===== src/bpce_pkg.sv =====
// ----------------------------------------------------------------------------
// bpce_pkg
// Types and constants shared by the button panel command encoder.
// ----------------------------------------------------------------------------
`default_nettype none

package bpce_pkg;

  // Stream widths. The input request packs direction buttons, grab, place,
  // emergency and the knob count; the result packs command code and data.
  localparam int S_TDATA_W = 40;
  localparam int M_TDATA_W = 16;

  localparam int DIR_FIELD_W       = 4;
  localparam int DIR_MAX           = 8;
  localparam int DIR_COUNT_DEFAULT = 4;
  localparam int DIR_IDX_W         = $clog2(DIR_MAX);

  localparam int MAX_CMDS = 3;

  localparam logic [7:0] THRESHOLD_RESET = 8'd9;
  localparam logic [7:0] POWER_CENTER    = 8'd100;
  localparam logic [7:0] POWER_MAX       = 8'd200;
  localparam logic [7:0] POWER_MIN       = 8'd0;

  localparam logic [3:0] CMD_STOP      = 4'd4;
  localparam logic [3:0] CMD_GRAB      = 4'd5;
  localparam logic [3:0] CMD_PLACE     = 4'd6;
  localparam logic [3:0] CMD_SET_POWER = 4'd7;
  localparam logic [3:0] CMD_EMERGENCY = 4'd8;

  typedef struct packed {
    logic signed [31:0]     knob_count;
    logic                   emergency_button;
    logic                   place_button;
    logic                   grab_button;
    logic [DIR_FIELD_W-1:0] direction_buttons;
  } item_t;

  typedef struct packed {
    logic [7:0] data;
    logic [3:0] code;
  } cmd_t;

  // Commands of one tick, in emission order from entry 0.
  typedef struct packed {
    logic [1:0]          count;
    cmd_t [MAX_CMDS-1:0] cmds;
  } tick_result_t;

endpackage

`default_nettype wire


===== src/bpce_eval.sv =====
// ----------------------------------------------------------------------------
// bpce_eval
// Evaluates one tick against the stored button samples and power state.
// ----------------------------------------------------------------------------
`default_nettype none

module bpce_eval #(
  parameter int DIRECTION_COUNT = bpce_pkg::DIR_COUNT_DEFAULT
) (
  input  wire                          clk,
  input  wire                          rst,
  input  bpce_pkg::item_t              item,
  input  wire                          fire,
  input  wire [7:0]                    threshold,
  output bpce_pkg::tick_result_t       res
);
  import bpce_pkg::*;

  logic [DIRECTION_COUNT-1:0] direction_prev, direction_prev_next;
  logic [1:0]                 other_prev, other_prev_next;
  logic [7:0]                 reported_power, reported_power_next;
  logic                       halted, halted_next;

  logic [DIR_MAX-1:0]         dirs_ext;
  logic [DIRECTION_COUNT-1:0] dir_now, dir_press, scanned;
  logic                       press_found;
  logic [DIR_IDX_W-1:0]       press_idx;
  logic                       any_held, any_released;
  logic                       grab_rel, place_rel;

  logic signed [31:0]         knob_adj, half;
  logic [7:0]                 power;
  logic signed [8:0]          diff;
  logic [7:0]                 diff_mag;
  logic                       power_report;

  assign dirs_ext  = {{(DIR_MAX-DIR_FIELD_W){1'b0}}, item.direction_buttons};
  assign dir_now   = dirs_ext[DIRECTION_COUNT-1:0];
  assign dir_press = dir_now & ~direction_prev;

  // Scan stops at the first press; later buttons are left out of this tick.
  always_comb begin
    press_found = 1'b0;
    press_idx   = '0;
    scanned     = '0;
    for (int i = 0; i < DIRECTION_COUNT; i++) begin
      scanned[i] = !press_found;
      if (!press_found && dir_press[i]) begin
        press_found = 1'b1;
        press_idx   = DIR_IDX_W'(i);
      end
    end
  end

  assign any_held     = |(dir_now & scanned);
  assign any_released = |(~dir_now & direction_prev & scanned);

  assign grab_rel  = !item.grab_button && other_prev[0];
  assign place_rel = !grab_rel && !item.place_button && other_prev[1];

  // Division by two truncating toward zero: bias negative counts by one.
  assign knob_adj = item.knob_count + {31'b0, item.knob_count[31]};
  assign half     = knob_adj >>> 1;

  always_comb begin
    if (half < -32'sd100) begin
      power = POWER_MIN;
    end else if (half > 32'sd100) begin
      power = POWER_MAX;
    end else begin
      power = half[7:0] + POWER_CENTER;
    end
  end

  assign diff         = $signed({1'b0, power}) - $signed({1'b0, reported_power});
  assign diff_mag     = diff[8] ? 8'(-diff) : diff[7:0];
  assign power_report = diff_mag > threshold;

  always_comb begin
    res                 = '0;
    direction_prev_next = direction_prev;
    other_prev_next     = other_prev;
    reported_power_next = reported_power;
    halted_next         = halted;
    if (halted) begin
      res.count = 2'd0;
    end else if (item.emergency_button) begin
      res.cmds[0] = '{data: 8'd0, code: CMD_EMERGENCY};
      res.count   = 2'd1;
      halted_next = 1'b1;
    end else begin
      direction_prev_next = (dir_now & scanned) | (direction_prev & ~scanned);
      other_prev_next[0]  = item.grab_button;
      other_prev_next[1]  = grab_rel ? other_prev[1] : item.place_button;
      if (press_found) begin
        res.cmds[res.count] = '{data: 8'd0, code: {1'b0, press_idx}};
        res.count           = res.count + 2'd1;
      end else if (!any_held && any_released) begin
        res.cmds[res.count] = '{data: 8'd0, code: CMD_STOP};
        res.count           = res.count + 2'd1;
      end
      if (grab_rel) begin
        res.cmds[res.count] = '{data: 8'd0, code: CMD_GRAB};
        res.count           = res.count + 2'd1;
      end else if (place_rel) begin
        res.cmds[res.count] = '{data: 8'd0, code: CMD_PLACE};
        res.count           = res.count + 2'd1;
      end
      if (power_report) begin
        res.cmds[res.count] = '{data: power, code: CMD_SET_POWER};
        res.count           = res.count + 2'd1;
        reported_power_next = power;
      end
    end
  end

  always_ff @(posedge clk) begin
    if (rst) begin
      direction_prev <= '0;
      other_prev     <= '0;
      reported_power <= POWER_CENTER;
      halted         <= 1'b0;
    end else if (fire) begin
      direction_prev <= direction_prev_next;
      other_prev     <= other_prev_next;
      reported_power <= reported_power_next;
      halted         <= halted_next;
    end
  end

`ifndef SYNTHESIS
  a_halted_silent: assert property (@(posedge clk) disable iff (rst)
    halted |-> res.count == 2'd0)
    else $error("halted panel produced commands");

  a_emergency_alone: assert property (@(posedge clk) disable iff (rst)
    fire && !halted && item.emergency_button |=> halted)
    else $error("emergency did not halt the panel");

  a_power_range: assert property (@(posedge clk) disable iff (rst)
    reported_power <= POWER_MAX)
    else $error("reported power out of range");
`endif

endmodule

`default_nettype wire


===== src/bpce_seq.sv =====
// ----------------------------------------------------------------------------
// bpce_seq
// Holds the commands of one tick and hands them out one per cycle while m_tready is high.
// ----------------------------------------------------------------------------
`default_nettype none

module bpce_seq (
  input  wire                     clk,
  input  wire                     rst,
  input  bpce_pkg::tick_result_t  res,
  input  wire                     load,
  output logic                    load_ok,
  output logic                    m_tvalid,
  input  wire                     m_tready,
  output logic [15:0]             m_tdata,   // [3:0] command_code, [11:4] command_data
  output logic                    m_tlast
);
  import bpce_pkg::*;

  cmd_t [MAX_CMDS-1:0] queue;
  logic [1:0]          count;
  logic                pop;

  assign m_tvalid = count != 2'd0;
  assign pop      = m_tvalid && m_tready;
  assign m_tdata  = M_TDATA_W'({queue[0].data, queue[0].code});
  assign m_tlast  = count == 2'd1;

  // A new tick may enter as the last command of the previous one leaves.
  assign load_ok = (count == 2'd0) || (count == 2'd1 && pop);

  always_ff @(posedge clk) begin
    if (rst) begin
      count <= 2'd0;
    end else if (load) begin
      count <= res.count;
    end else if (pop) begin
      count <= count - 2'd1;
    end
  end

  always_ff @(posedge clk) begin
    if (load) begin
      queue <= res.cmds;
    end else if (pop) begin
      queue[0] <= queue[1];
      queue[1] <= queue[2];
    end
  end

`ifndef SYNTHESIS
  a_load_when_free: assert property (@(posedge clk) disable iff (rst)
    load |-> load_ok)
    else $error("tick loaded over pending commands");

  a_load_count: assert property (@(posedge clk) disable iff (rst)
    load |=> count == $past(res.count))
    else $error("command count not taken on load");

  a_pop_count: assert property (@(posedge clk) disable iff (rst)
    pop && !load |=> count == $past(count) - 2'd1)
    else $error("command count did not drop on delivery");
`endif

endmodule

`default_nettype wire


===== src/button_panel_command_encoder_top.sv =====
// ----------------------------------------------------------------------------
// button_panel_command_encoder_top
// Turns polling ticks of a button panel into a stream of remote commands.
// ----------------------------------------------------------------------------
// Usage:
//   Each request on the s_ channel is one polling tick. It is held in an
//   input register, evaluated there against the stored button samples,
//   and its zero to three commands are loaded into an output queue
//   that drives the m_ channel, one command per cycle while m_tready is
//   high, with m_tlast on the last command of the tick. The first command
//   is offered once the tick has left the input register for the queue.
//   A tick holds the output until its last command is taken; the next
//   tick may be loaded as that command leaves. Ticks with no command
//   are not loaded into the queue and need not wait for it.
//   When the receiver stalls, the queue holds its commands and the input
//   register fills, then s_tready drops.
//   The cfg channel writes the power change threshold; it is always ready.
//   Reset empties both stages, clears the samples and the halt flag, sets
//   the reported power to 100 and the threshold to 9.
// ----------------------------------------------------------------------------
`default_nettype none

module button_panel_command_encoder_top #(
  parameter int DIRECTION_COUNT = bpce_pkg::DIR_COUNT_DEFAULT
) (
  input  wire         clk,
  input  wire         rst,
  input  wire         s_tvalid,
  output logic        s_tready,
  // [3:0] direction_buttons, [4] grab_button, [5] place_button,
  // [6] emergency_button, [38:7] knob_count, [39] zero
  input  wire  [39:0] s_tdata,
  output logic        m_tvalid,
  input  wire         m_tready,
  output logic [15:0] m_tdata,   // [3:0] command_code, [11:4] command_data
  output logic        m_tlast,   // last_of_tick
  input  wire         cfg_valid,
  output logic        cfg_ready,
  input  wire  [7:0]  cfg_data
);
  import bpce_pkg::*;

  logic         in_valid;
  item_t        in_item;
  logic [7:0]   threshold;
  logic         fire;
  logic         load_ok;
  tick_result_t res;

  assign cfg_ready = 1'b1;
  assign fire      = in_valid && (res.count == 2'd0 || load_ok);
  assign s_tready  = !in_valid || fire;

  always_ff @(posedge clk) begin
    if (rst) begin
      threshold <= THRESHOLD_RESET;
    end else if (cfg_valid && cfg_ready) begin
      threshold <= cfg_data;
    end
  end

  always_ff @(posedge clk) begin
    if (rst) begin
      in_valid <= 1'b0;
    end else if (s_tready) begin
      in_valid <= s_tvalid;
    end
  end

  always_ff @(posedge clk) begin
    if (s_tvalid && s_tready) begin
      in_item <= item_t'(s_tdata[S_TDATA_W-2:0]);
    end
  end

  bpce_eval #(
    .DIRECTION_COUNT(DIRECTION_COUNT)
  ) u_eval (
    .clk       (clk),
    .rst       (rst),
    .item      (in_item),
    .fire      (fire),
    .threshold (threshold),
    .res       (res)
  );

  bpce_seq u_seq (
    .clk      (clk),
    .rst      (rst),
    .res      (res),
    .load     (fire && res.count != 2'd0),
    .load_ok  (load_ok),
    .m_tvalid (m_tvalid),
    .m_tready (m_tready),
    .m_tdata  (m_tdata),
    .m_tlast  (m_tlast)
  );

endmodule

`default_nettype wire


===== config.mk =====
export PLATFORM = sky130hd
export DESIGN_NAME = button_panel_command_encoder_top
export DESIGN_NICKNAME = d
export VERILOG_FILES = /design/src/bpce_pkg.sv /design/src/bpce_eval.sv /design/src/bpce_seq.sv /design/src/button_panel_command_encoder_top.sv
export SDC_FILE = /design/constraint.sdc
export NUM_CORES = 1
export LEC_CHECK = 0
export BUFFER_PORTS_ARGS = -buffer_cell sky130_fd_sc_hd__buf_2
export CORE_MARGIN = 1
export CORE_UTILIZATION = 59
export DETAILED_ROUTE_END_ITERATION = 16
export GPL_TIMING_DRIVEN = 1
export PLACE_DENSITY = 0.8
export SYNTH_ARGS = -nofsm -noshare
export SYNTH_HDL_FRONTEND = slang
export SYNTH_SLANG_ARGS = --single-unit
export TNS_END_PERCENT = 100

===== constraint.sdc =====
create_clock -name clk -period 10 [get_ports clk]
set_input_delay 1.5 -clock clk [delete_from_list [all_inputs] [get_ports clk]]
set_output_delay 1.5 -clock clk [all_outputs]
set_load 0.01 [all_outputs]

==> results.sh, run 1 <==
export IMPL_die_area_um2=10500
export IMPL_routedWlPerCell_um=15.2
export IMPL_slew_violations=0
export IMPL_drive_gt1_frac=0.184
export IMPL_grt_pass1_wl_mm=19.8
export IMPL_fin_ws_ns=0.563
export IMPL_critPathRequiredTime_ns=8.50
export IMPL_rsz0062_at_grt="false"
export IMPL_synthFlopType="edfxtp_1"
export IMPL_synth_cell_types=75
export IMPL_max_slew_margin=0.233
export IMPL_min_path_type="flop to flop"
export IMPL_vias_per_cell=5.88
export IMPL_holdBufCountCts=0
export IMPL_clk_pin_slew_ns=0.10
export IMPL_worstPathMaxFanout=9
export IMPL_cts_inserted_buffers=9
export IMPL_grt_max_degree=33
export IMPL_critPathKind="flop to primary output"
export IMPL_p_sw_mw=0.387
export IMPL_fin_crit_sh=0.944
export IMPL_vias=4679
export IMPL_slowest_delay_ns=0.56
export IMPL_dpl_hpwl_mm=9.06
export IMPL_endpoint_kind="primary output"
export IMPL_clockBufferDepth=2
export IMPL_startpoint_type="flop"
export IMPL_status="finished, final reports clean"
export IMPL_portBuffers=66
export IMPL_antenna_found_initial=0
export IMPL_p_seq_frac=0.492
export IMPL_syn_to_final_growth_pct=10.2
export IMPL_core_rowCount=36
export IMPL_synth_seq_cells=97
export IMPL_hold_viol=0
export IMPL_yosysSeqAreaShare=0.446
export IMPL_power_leakage_nw=2.56
export IMPL_fmax_mhz=106
export IMPL_drt_iter0_markers=276
export IMPL_setup_viol=0
export IMPL_final_antenna_net_count=0
export IMPL_io_pin_count=73
export IMPL_fin_nets=736
export IMPL_num_fill_cells=777
export IMPL_ctsRootBufferMaster="clkbuf_8"
export IMPL_worst_pin_slew_ns=1.15
export IMPL_p_comb_frac=0.302
export IMPL_ir_worst_vdd_mv=0.0799
export IMPL_syn_area_per_cell_um2=9.84
export IMPL_utilization=0.670
export IMPL_grt_pass1_vias=4282
export IMPL_cts_tree="built"
export IMPL_power_density_nw_per_um2=174
export IMPL_finalPower_mw=1.14
export IMPL_routabilityCongestion=0.912
export IMPL_remaining_drc_errors=0
export IMPL_tns_ns=0
export IMPL_die_w_um=102
export IMPL_fin_skew_ns=0.0182
export IMPL_htree_levels=3
export IMPL_clock_latency_ns=0.39
export IMPL_antenna_cells=0
export IMPL_swShare=0.340
export IMPL_placed_cells=776
export IMPL_min_period_ns=9.44
export IMPL_syn_area_um2=5940
export IMPL_yosysWarnings=0
export IMPL_start_util=0.608
export IMPL_die_height_um=102
export IMPL_maxCapViolCount=0
export IMPL_grt_use_total=0.245
export IMPL_cts_sinks=97
export IMPL_post_place_ws_ns=0.460
export IMPL_synth_edff_count=71
export IMPL_clkPwrFrac=0.207
export IMPL_final_cells=796
export IMPL_core_area_um2=9770
export IMPL_routed_wl_mm=12.1
export IMPL_critPathSlowestCell="or4_1"
export IMPL_syn_inst=604
export IMPL_grt_overflow=0
export IMPL_async_reset_ff_frac=0
export IMPL_critPathArrivalTime_ns=7.94
export IMPL_dr_pass1_iters=5
export IMPL_p_int_mw=0.751
Yosys cell counts (8+ instances only):
library cell / number / area share
inv_1: 36 / 0.023
nor2_1: 52 / 0.033
xnor2_1: 24 / 0.035
xor2_1: 10 / 0.015
o21ai_0: 19 / 0.016
nand2_1: 68 / 0.043
nor3_1: 13 / 0.011
ha_1: 25 / 0.053
mux2i_1: 14 / 0.024
nand2b_1: 11 / 0.012
o31ai_1: 12 / 0.015
edfxtp_1: 71 / 0.36
clkbuf_1: 12 / 0.0076
buf_4: 20 / 0.025
nor4_1: 8 / 0.0084
nand4_1: 13 / 0.014
a31oi_1: 9 / 0.0095
dfxtp_1: 26 / 0.088
nand3_1: 20 / 0.017
o211ai_1: 8 / 0.010
a21oi_1: 26 / 0.022
registers in the layout, summed over array words and instances, names as in the netlist, named ones only:
| name | flops |
|---|---|
| u_eval.halted | 1 |
| in_item | 39 |
| threshold | 8 |
| u_eval.reported_power | 8 |
| u_eval.direction_prev | 1 |
| u_eval.other_prev | 2 |
| u_seq.queue | 20 |
| u_seq.m_tdata | 12 |
| u_seq.count | 2 |
| in_valid | 1 |
cell type report:
class,instances,area (µm²),area share
sequential,97,2650,0.405
timing repair buffer,75,398,0.0608
clock inverter,6,47.5,0.00726
inverter,36,135,0.0206
multi-input combinational,439,3020,0.461
tap,133,166,0.0254
clock buffer,10,128,0.0195
worst max-delay path, delay by kind of cell (launching register included):
kind,cells,cell delay (ns)
buf+inv,3,0.42
simple gates,11,2.76
xor+xnor,1,0.18
flops,1,0.53
fa+ha+maj,3,0.84
mux,2,0.64
compound gates,13,2.20
worst paths after layout:
kind	to	start	cells past startpoint	slack, ns
worst max-delay path	s_tready	in_item[23]$_DFFE_PP_	33	0.56
worst min-delay path	u_eval.other_prev[1]$_SDFFE_PP0P_	u_eval.other_prev[1]$_SDFFE_PP0P_	2	0.47
worst max register to register	u_seq.count[0]$_SDFFE_PP0P_	in_item[23]$_DFFE_PP_	36	1.08
worst min register to register	u_eval.other_prev[1]$_SDFFE_PP0P_	u_eval.other_prev[1]$_SDFFE_PP0P_	2	0.47
repair_timing:
item,CTS,global route
setup buffers,0,4
resized for setup,0,8
setup endpoints to repair,0,41
logic make-up (layout without fill, tap and decap cells):
kind of cell    after synthesis  count (layout)  synth area share
compound gates              120             120             0.143
other cells                   2               5           0.00126
mux                          16              16            0.0274
xor+xnor                     36              36            0.0566
fa+ha+maj                    25              25            0.0526
buf+inv                      71             127            0.0579
flops                        97              97             0.446
simple gates                237             237             0.215
power groups by stage:
stage	registers (mW)	logic (mW)	clock network, mW
2_1_floorplan	0.557	0.271	0
3_3_place_gp	0.565	0.317	0
3_5_place_dp	0.568	0.333	0
4_1_cts	0.559	0.335	0.239
5_1_grt	0.569	0.383	0.256
6_report	0.559	0.343	0.235
routing by layer:
| layer | part of all wire | global-route usage |
|---|---|---|
| met5 | 0 | 0 |
| met2 | 0.47 | 0.386 |
| met1 | 0.46 | 0.340 |
| met4 | 0.019 | 0.0989 |
| met3 | 0.058 | 0.0397 |
layout by cell type (no fill, tap or decap), types with 3 or more instances in the layout:
cell | netlist | layout
a31oi_1 | 9 | 8
inv_1 | 36 | 36
nand3_1 | 20 | 20
nand3b_1 | 3 | 3
nor2_1 | 52 | 52
or4_1 | 3 | 3
edfxtp_1 | 71 | 71
ha_1 | 25 | 25
a21oi_1 | 26 | 26
xnor2_1 | 24 | 24
nor2b_1 | 7 | 7
nand2b_1 | 11 | 10
conb_1 | 2 | 5
and2_1 | 6 | 6
buf_4 | 20 | 9
and4_1 | 5 | 5
xor2_1 | 10 | 10
o21ai_0 | 19 | 18
mux2i_1 | 14 | 14
inv_6 | 0 | 4
o211ai_1 | 8 | 8
nand2_1 | 68 | 68
o21ai_1 | 3 | 3
nand4_1 | 13 | 13
a22o_1 | 5 | 4
nor3_1 | 13 | 12
o31ai_1 | 12 | 12
dfxtp_1 | 26 | 26
clkbuf_8 | 0 | 9
a21o_1 | 6 | 6
a211oi_1 | 4 | 4
nand4b_1 | 3 | 3
and3_1 | 6 | 6
buf_2 | 2 | 66
o21a_1 | 4 | 3
o2111ai_1 | 3 | 3
nor4_1 | 8 | 6
metrics by stage:
step	hold WS [ns]	instance area, µm²
2_1_floorplan	0.437	5950
3_3_place_gp	0.445	6300
3_5_place_dp	0.452	6300
4_1_cts	0.468	6480
5_1_grt	0.483	6550
6_report	0.467	6550
Note: power is estimated with default switching activity, not from simulation.
==> inputs of run 2 (changes only) <==
--- a/config.mk
+++ b/config.mk
@@ -6,6 +6,7 @@
 export NUM_CORES = 1
 export LEC_CHECK = 0
 export BUFFER_PORTS_ARGS = -buffer_cell sky130_fd_sc_hd__buf_2
+export CORE_ASPECT_RATIO = 1.2
 export CORE_MARGIN = 1
 export CORE_UTILIZATION = 59
 export DETAILED_ROUTE_END_ITERATION = 16
==> run 2 against run 1 <==
Clock skew down 0.013 ns. Highest routed layer unchanged. Critical endpoint unchanged. Core utilization grew 1.7 points. Sequential power about the same. Largest power group unchanged. Wire length increased by 0.93%. Critical path depth increased by 2.
==> results.sh, run 2 (synthesized netlist as in run 1, its figures left out) <==
export IMPL_status="finished, final reports clean"
export IMPL_max_slew_margin=0.201
export IMPL_syn_to_final_growth_pct=11.6
export IMPL_fin_nets=733
export IMPL_endpoint_kind="primary output"
export IMPL_dpl_hpwl_mm=9.17
export IMPL_final_cells=783
export IMPL_antenna_found_initial=0
export IMPL_crit_top_cell="ha_1"
export IMPL_num_fill_cells=745
export IMPL_remaining_drc_errors=0
export IMPL_htree_levels=3
export IMPL_min_period_ns=9.39
export IMPL_slowest_delay_ns=0.59
export IMPL_start_util=0.615
export IMPL_regMostFlops="in_item"
export IMPL_grt_use_total=0.243
export IMPL_placed_cells=765
export IMPL_startpoint_type="flop"
export IMPL_critPathArrivalTime_ns=7.89
export IMPL_io_pin_count=73
export IMPL_antenna_cells=0
export IMPL_critPathRequiredTime_ns=8.50
export IMPL_dr_pass1_iters=7
export IMPL_core_rowCount=39
export IMPL_die_area_um2=10500
export IMPL_core_area_um2=9660
export IMPL_fmax_mhz=107
export IMPL_cts_sinks=97
export IMPL_routed_wl_mm=12.2
export IMPL_grt_overflow=0
export IMPL_cts_tree="built"
export IMPL_vias_per_cell=5.93
export IMPL_critPathSlowestCell="or4_1"
export IMPL_power_density_nw_per_um2=185
export IMPL_slew_violations=0
export IMPL_power_leakage_nw=2.60
export IMPL_hold_slack_ns=0.457
export IMPL_worstPathMaxFanout=9
export IMPL_hold_viol=0
export IMPL_fin_crit_sh=0.939
export IMPL_routedWlPerCell_um=15.6
export IMPL_grt_pass1_wl_mm=19.9
export IMPL_final_antenna_net_count=0
export IMPL_portBuffers=66
export IMPL_tns_ns=0
export IMPL_clockBufferDepth=2
export IMPL_routabilityCongestion=0.873
export IMPL_worst_pin_slew_ns=1.20
export IMPL_drt_iter0_markers=228
export IMPL_fin_skew_ns=0.00564
export IMPL_setup_viol=0
export IMPL_utilization=0.686
export IMPL_critPathKind="flop to primary output"
export IMPL_holdBufCountCts=0
export IMPL_maxCapViolCount=0
export IMPL_grt_max_degree=40
export IMPL_grt_pass1_vias=4429
export IMPL_die_w_um=93.6
export IMPL_min_path_type="flop to flop"
export IMPL_die_height_um=112
export IMPL_drive_gt1_frac=0.185
export IMPL_ctsRootBufferMaster="clkbuf_16"
export IMPL_cts_inserted_buffers=9
export IMPL_ir_worst_vdd_mv=0.123
export IMPL_placed_area_um2=6280
export IMPL_layout_common_cells="71 x edfxtp_1, 68 x nand2_1, 66 x buf_2"
export IMPL_clock_latency_ns=0.34
export IMPL_rsz0062_at_grt="false"
export IMPL_largest_reg_flops=39
export IMPL_vias=4646
export IMPL_final_common_cell="edfxtp_1"
export IMPL_clk_pin_slew_ns=0.06
export IMPL_stdcell_area_um2=6630
## run 2: cell types whose count changed in the layout (fill, tap and decap cells not counted), sizes merged
cell      previous run  this run
inv                 40        36
clkbuf              10        12
clkinvlp             0         2
buf                 75        72
## run 2: layout make-up
| cell class | count | area (µm²) | area share |
|---|---|---|---|
| Sequential cell | 97 | 2650 | 0.400 |
| Clock buffer | 12 | 256 | 0.0387 |
| Inverter | 36 | 135 | 0.0204 |
| Clock inverter | 4 | 28.8 | 0.00434 |
| Tap cell | 123 | 154 | 0.0232 |
| Multi-Input combinational cell | 439 | 3030 | 0.457 |
| Timing Repair Buffer | 72 | 375 | 0.0566 |
## run 2: final timing paths
kind / startpoint / to / slack, ns / cells past startpoint
hold / removal: u_eval.other_prev[1]$_SDFFE_PP0P_ / u_eval.other_prev[1]$_SDFFE_PP0P_ / 0.46 / 2
setup / recovery: in_item[7]$_DFFE_PP_ / s_tready / 0.61 / 35
setup reg to reg: in_item[7]$_DFFE_PP_ / u_seq.queue[13]$_DFFE_PP_ / 1.27 / 38
hold reg to reg: u_eval.other_prev[1]$_SDFFE_PP0P_ / u_eval.other_prev[1]$_SDFFE_PP0P_ / 0.46 / 2
## run 2: report_power, final
group          switching [mW]  internal (mW)  leakage, nW
registers              0.0385          0.522        0.898
logic                   0.205          0.134         1.57
clock network           0.145          0.182        0.135
total                   0.389          0.838         2.60
## run 2: what timing repair did
| action | in CTS | in global routing |
|---|---|---|
| gates resized for setup | 0 | 10 |
| buffers inserted | 0 | 2 |
| endpoints found under the setup margin | 0 | 1 |
## run 2: worst max-delay path, delay by kind of cell, from the launching register on
kind | cells | cell delay, ns
AO/OA/AOI/OAI | 13 | 2.14
XOR/XNOR | 1 | 0.14
adder cells (fa/ha/maj) | 4 | 1.10
buffers and inverters | 3 | 0.41
flip-flops | 1 | 0.44
multiplexers | 2 | 0.64
AND/OR/NAND/NOR | 12 | 2.68
## run 2: routing by layer
layer,global-route usage,vias to the layer above,wire length (µm)
met2,0.450,144,6500
met5,0,-,0
met3,0.0362,34,441
met1,0.267,2173,4850
li1,-,2295,-
met4,0.117,0,420
## run 2: per-stage QoR
step                setup slack, ns  power [mW]
global placement              0.884       0.884
finish                        0.611        1.23
detailed placement            0.571       0.902
global route                 0.0417        1.29
floorplan                     0.892       0.828
CTS                           0.182        1.23
